[src/rtl/core/lpm_ram.sv]
// Generic single-write, single-read synchronous RAM with registered read data.
module lpm_ram #(
  parameter int unsigned Width = 8,
  parameter int unsigned Depth = 16,
  parameter int unsigned AddrW = (Depth > 1) ? $clog2(Depth) : 1
) (
  input  logic             clk_i,
  input  logic             we_i,
  input  logic [AddrW-1:0] waddr_i,
  input  logic [Width-1:0] wdata_i,
  input  logic             re_i,
  input  logic [AddrW-1:0] raddr_i,
  output logic [Width-1:0] rdata_o
);

  logic [Width-1:0] mem [Depth];

  always_ff @(posedge clk_i) begin
    if (we_i) begin
      mem[waddr_i] <= wdata_i;
    end
    if (re_i) begin
      rdata_o <= mem[raddr_i];
    end
  end

endmodule

[config.mk]
export PLATFORM = sky130hd
export DESIGN_NAME = lpm_ram
export DESIGN_NICKNAME = d
export VERILOG_FILES = /design/src/rtl/core/lpm_ram.sv
export SDC_FILE = /design/constraint.sdc
export NUM_CORES = 1
export LEC_CHECK = 0
export ABC_AREA = 0
export BUFFER_PORTS_ARGS = -buffer_cell sky130_fd_sc_hd__buf_2
export CORE_UTILIZATION = 47
export CTS_BUF_LIST = sky130_fd_sc_hd__clkbuf_16
export DETAILED_ROUTE_END_ITERATION = 12
export RECOVER_POWER = 50
export SLEW_MARGIN = 20
export SYNTH_ARGS = -nofsm -noshare
export SYNTH_HDL_FRONTEND = slang
export SYNTH_SLANG_ARGS = --single-unit
[constraint.sdc]
create_clock -name clk_i -period 2.62 [get_ports clk_i]
set_input_delay 0.393 -clock clk_i [delete_from_list [all_inputs] [get_ports clk_i]]
set_output_delay 0.393 -clock clk_i [all_outputs]
set_load 0.03 [all_outputs]
==> impl_metrics.ini, run 1 <==
[route]
total_via_count_after_detailed_routing = 2439
drtPass1Iterations = 4
drt.antenna.violating_nets = 0
routed_via_density = 5.62
wl_per_cell_um = 22.7
remaining_drc_errors = 0
finalWirelength_um = 9830
detailedRoute.firstIterationViolations = 137

[min_path]
whs_path_depth = 1
worst_hold_path_ep = mem[13][0]
class_of_the_worst_hold_path = in2reg
hp-start = wdata_i[0]

[timing]
rsz_0062_raised_after_global_routing = no
timing.hold.ws_ns = 0.501
clock-skew-final_ns = 0.00761
worst-slew-pin-transition_ns = 0.773
period_share = 0.626
period_minus_slack_ns = 1.64
finalSetupViolations = 0
final_hold_viol_count = 0
timing.max_slew.rel_slack = 0.484
clock.fmax_ghz = 0.610
slew_violations = 0
final.setup.tns_ns = 0

[floorplan]
floorplan.die.height_um = 107
std_cell_rows = 38
core_area_mm2 = 0.0108
start_util = 0.482
dieWidth_um = 107
die_area_mm2 = 0.0115
top_level_ports = 27

[cts]
clkSinkCount = 136
htree_num_levels = 4
worst_setup_hold_path_clk_slew_ns = 0.06
cts_buffer_depth = 2
root_buffer = sky130_fd_sc_hd__clkbuf_16
clk-insertion-delay-late_ns = 0.40
cts.repair_timing.setup_buffer_count = 0
holdBufCountCts = 0
cts_resized = 0
cts_made_buffers = 17
cts_tree = done

[worst_setup_path]
setup.worst_path.start_class = primary input
worst-r2r-cell-count = 3
destination_of_the_worst_register_to_register_timing_path = rdata_o[3]
critical_path.slowest_cell = sky130_fd_sc_hd__mux4_1
critPathMaxFanout = 32
worstSetupEndpointType = register
worstSetupPathType = in2reg
critical_path.reg2reg.startpoint = mem[2][3]
crit_path_cell_trace = buf_2 -> buf_12 -> mux4_1 -> a22oi_1 -> nand2_1
critical-path-top-delay-family = multiplexers
regToRegSetupSlack_ns = 1.06
arrival_time_reported_for_the_critical_path_endpoint_ns = 1.79
timing.critical_path.slowest_cell_delay_ns = 0.60
required_ns = 2.77
cp_num_buf_inv = 2

[layout]
drive_above_1_share = 0.265
mostFrequentLayoutCells = 136 x sky130_fd_sc_hd__edfxtp_1, 18 x sky130_fd_sc_hd__mux4_2, 17 x sky130_fd_sc_hd__clkbuf_16, 16 x sky130_fd_sc_hd__a22oi_1, 16 x sky130_fd_sc_hd__buf_2
stdcell_count = 434
syn_to_final_growth_pct = 16.4
finalNetCount = 301
antenna_cells = 0
layout.cells.most_common = sky130_fd_sc_hd__edfxtp_1
n_fill_cell = 813

[synthesis]
post_synthesis_cell_area_mm2 = 0.00523
yosys_warnings = 0
post_synth.cell_area_avg_um2 = 22.8
syn-num-nets = 248
synth_cells = 229
yosys_register_bits = 136
synth_seq_area_share = 0.781
synthDistinctLibCells = 18

[placed_design]
placed_cells_incl_taps = 403
detailedPlacementHpwl_um = 6080
globalplace.congestion = 0.706
port_buffers = 26

[power_and_ir_drop]
totalPowerFinal_uw = 4680
cellLeakagePower_uw = 0.00204
ir_worst_vdd_mv = 0.456
powerDensity_mw_per_mm2 = 768

[global_route]
antenna_found_initial = 0
grt_use_total = 0.192
overflow = 0
grt_max_degree = 33
grt_pass1_wl_um = 15000
grt_pass1_vias = 2548

[run_status]
outcome = completed

[run]
maxCapViolations = 0
-- synthesized netlist by cell type --
cell type	count	area share
sky130_fd_sc_hd__a22oi_1	16	0.023
sky130_fd_sc_hd__nand3_1	1	0.00096
sky130_fd_sc_hd__and2_1	1	0.0012
sky130_fd_sc_hd__edfxtp_1	136	0.78
sky130_fd_sc_hd__buf_2	3	0.0029
sky130_fd_sc_hd__clkdlybuf4s25_2	3	0.0057
sky130_fd_sc_hd__buf_6	3	0.0065
sky130_fd_sc_hd__nor3_1	4	0.0038
sky130_fd_sc_hd__nand3b_1	2	0.0029
sky130_fd_sc_hd__nor2b_1	1	0.0012
sky130_fd_sc_hd__mux4_2	18	0.078
sky130_fd_sc_hd__nor2_1	13	0.0093
sky130_fd_sc_hd__nand2b_1	2	0.0024
sky130_fd_sc_hd__nand2_1	9	0.0065
sky130_fd_sc_hd__buf_4	1	0.0014
sky130_fd_sc_hd__mux4_1	14	0.070
sky130_fd_sc_hd__or3b_2	1	0.0017
sky130_fd_sc_hd__and2b_1	1	0.0014
-- how the worst max path moves through the flow --
| stage | startpoint | end | slack (ns) | cells after the start |
|---|---|---|---|---|
| after global placement | raddr_i[0] | rdata_o[3] | 0.61 | 5 |
| after CTS | raddr_i[0] | rdata_o[3] | 1.0 | 5 |
| final | raddr_i[0] | rdata_o[3] | 0.98 | 5 |
| after floorplan | waddr_i[2] | mem[0][0] | 0.73 | 2 |
| after detailed placement | raddr_i[0] | rdata_o[1] | 0.59 | 5 |
| after global routing | raddr_i[0] | rdata_o[3] | 0.93 | 5 |
-- area by class of cell --
class	count	area, um2	share of cell area
Timing Repair Buffer	44	274	0.0450
Clock inverter	14	70.1	0.0115
Multi-Input combinational cell	83	1060	0.174
Tap cell	140	175	0.0288
Clock buffer	17	425	0.0699
Sequential cell	136	4080	0.671
-- power by group --
part           leakage [uW]  switching [uW]  internal (uW)
logic              0.000546             145           92.2
clock network      0.000256             801           1170
registers           0.00124            13.3           2450
-- logic make-up (layout without fill, tap and decap cells) --
family / count (synthesis) / after routing / share of synthesized area
flip-flops: 136 / 136 / 0.781
buffers and inverters: 10 / 75 / 0.0165
multiplexers: 32 / 32 / 0.148
AND/OR/NAND/NOR: 35 / 35 / 0.0314
AO/OA/AOI/OAI: 16 / 16 / 0.0230
-- through the flow --
| stage | area, um2 | setup WS, ns | utilization |
|---|---|---|---|
| 2_1_floorplan | 5230 | 0.734 | - |
| 3_3_place_gp | 5610 | 0.615 | 0.517 |
| 3_5_place_dp | 5610 | 0.591 | 0.517 |
| 4_1_cts | 6100 | 0.996 | 0.563 |
| 5_1_grt | 6090 | 0.932 | 0.561 |
| 6_report | 6090 | 0.979 | 0.561 |
-- layer usage --
metal	routed length (um)	track usage	share of wire
met1	4070	0.257	0.41
met2	4970	0.303	0.51
met4	165	0.0773	0.017
met5	0	0	0
met3	626	0.0466	0.064
-- state kept, by name, indices dropped and copies added (netlist names) --
name,flops
mem,128
rdata_o,8
No activity file was read; power rests on OpenSTA's default activity.
==> run 2: changes to the inputs <==
- clock period: 2.62 -> 1.6 ns (I/O delays scaled with it)
==> impl_metrics.ini, run 2 (synthesis gave the netlist of run 1 again) <==
[layout]
top_regs = mem x128, rdata_o x8
layout.cells.most_common = sky130_fd_sc_hd__edfxtp_1
antenna_cells = 0
largest_register_ffs = 128
drive_above_1_share = 0.306
syn_to_final_growth_pct = 20.8
reg_area_mm2 = 0.00408
finalNetCount = 316
max_flop_register = mem
mostFrequentLayoutCells = 136 x sky130_fd_sc_hd__edfxtp_1, 28 x sky130_fd_sc_hd__buf_4, 18 x sky130_fd_sc_hd__mux4_2, 17 x sky130_fd_sc_hd__clkbuf_16
final_area_mm2 = 0.00632
multiInputGateArea_mm2 = 0.00106
n_fill_cell = 806

[power_and_ir_drop]
power.share.combinational = 0.051
powerDensity_mw_per_mm2 = 1310
ir_worst_vdd_mv = 0.778
p_sw_uw = 1650
internal_power_uw = 6610
share_clk_of_total_power = 0.461
cellLeakagePower_uw = 0.00214
proportion_of_power_drawn_by_flip_flops_and_latches = 0.489
sw_frac_of_total = 0.200

[placed_design]
port_buffers = 26
detailedPlacementHpwl_um = 6640
globalplace.congestion = 0.708
pre_cts_ws_ns = -0.196
placement.cell_area_mm2 = 0.00575

[timing]
worst-slew-pin-transition_ns = 0.721
timing.max_slew.rel_slack = 0.518
slew_violations = 0
clock-skew-final_ns = 0.00676
finalSetupViolations = 0
rsz_0062_raised_after_global_routing = no
clock.fmax_ghz = 0.676
setup_slack_ns = 0.121
final_hold_viol_count = 0
period_share = 0.924
final.setup.tns_ns = 0
period_minus_slack_ns = 1.48

[cts]
holdBufCountCts = 0
worst_setup_hold_path_clk_slew_ns = 0.06
root_buffer = sky130_fd_sc_hd__clkbuf_16
cts_buffer_depth = 2
cts_tree = done
clkSinkCount = 136
clk-insertion-delay-late_ns = 0.41
htree_num_levels = 4
cts.repair_timing.setup_buffer_count = 0
cts_made_buffers = 17
cts_resized = 0

[worst_setup_path]
required_ns = 1.75
worstSetupEndpointType = register
critPathMaxFanout = 1
worstSetupPathType = reg2reg
arrival_time_reported_for_the_critical_path_endpoint_ns = 1.63
setup.worst_path.start_class = register

[floorplan]
std_cell_rows = 38
floorplan.die.height_um = 107
dieWidth_um = 107
start_util = 0.482
die_area_mm2 = 0.0115
top_level_ports = 27
core_area_mm2 = 0.0108

[route]
remaining_drc_errors = 0
drt.antenna.violating_nets = 0
drtPass1Iterations = 5
total_via_count_after_detailed_routing = 2494
routed_via_density = 5.54
wl_per_cell_um = 22.3
finalWirelength_um = 10000
detailedRoute.firstIterationViolations = 141

[global_route]
grt_max_degree = 19
grt_pass1_vias = 2588
grt_use_total = 0.195
overflow = 0
grt_pass1_wl_um = 15200
antenna_found_initial = 0

[run_status]
outcome = completed

[run]
maxCapViolations = 0

[min_path]
class_of_the_worst_hold_path = in2reg
run 2: changes by cell type in the layout (fill, tap and decap cells not counted), sizes merged:
cell,before,now
buf,33,48
bufinv,0,3
clkinv,11,8
clkinvlp,1,3
inv,2,1
run 2: final cells by class:
type | instances | share of cell area
clock inverters | 15 | 0.0252
repair buffers | 59 | 0.0652
flip-flops and latches | 136 | 0.646
multi-input cells | 83 | 0.168
clock buffers | 17 | 0.0673
well taps | 140 | 0.0277
run 2: power groups by stage:
stage	Clock, uW	Sequential, uW	Combinational (uW)
after floorplan	0	4140	203
after global placement	0	4110	426
after detailed placement	0	4110	431
after CTS	3870	4040	431
after global routing	4010	4050	452
final	3810	4040	418
run 2: final timing paths:
kind,startpoint,to,slack [ns],cells after the start
max reg2reg,mem[2][5],rdata_o[5],0.12,3
max,mem[2][5],rdata_o[5],0.12,3
min,wdata_i[3],mem[14][3],0.35,1
min reg2reg,mem[15][5],rdata_o[5],0.76,3
run 2: critical path, cell delays in order (launching register included):
cell	delay [ns]
sky130_fd_sc_hd__edfxtp_1	0.38
sky130_fd_sc_hd__mux4_1	0.52
sky130_fd_sc_hd__a22oi_1	0.25
sky130_fd_sc_hd__nand2_1	0.07
run 2: metal layers:
metal  track usage  share of wire  wire length [um]  vias to the layer above
met2         0.310           0.52              5230                       62
met5             0              0                 0                        -
met4        0.0744         0.0051                51                        0
li1              -              -                 -                     1122
met1         0.261           0.43              4260                     1308
met3        0.0496          0.047               471                        2
run 2: stage by stage:
step                 util  hold WS (ns)  power [uW]  cells
CTS                 0.584         0.199        8340    450
global route        0.583         0.363        8510    450
floorplan               -         0.339        4340    229
finish              0.583         0.352        8270    450
detailed placement  0.530         0.631        4540    418
global placement    0.530         0.631        4540    418
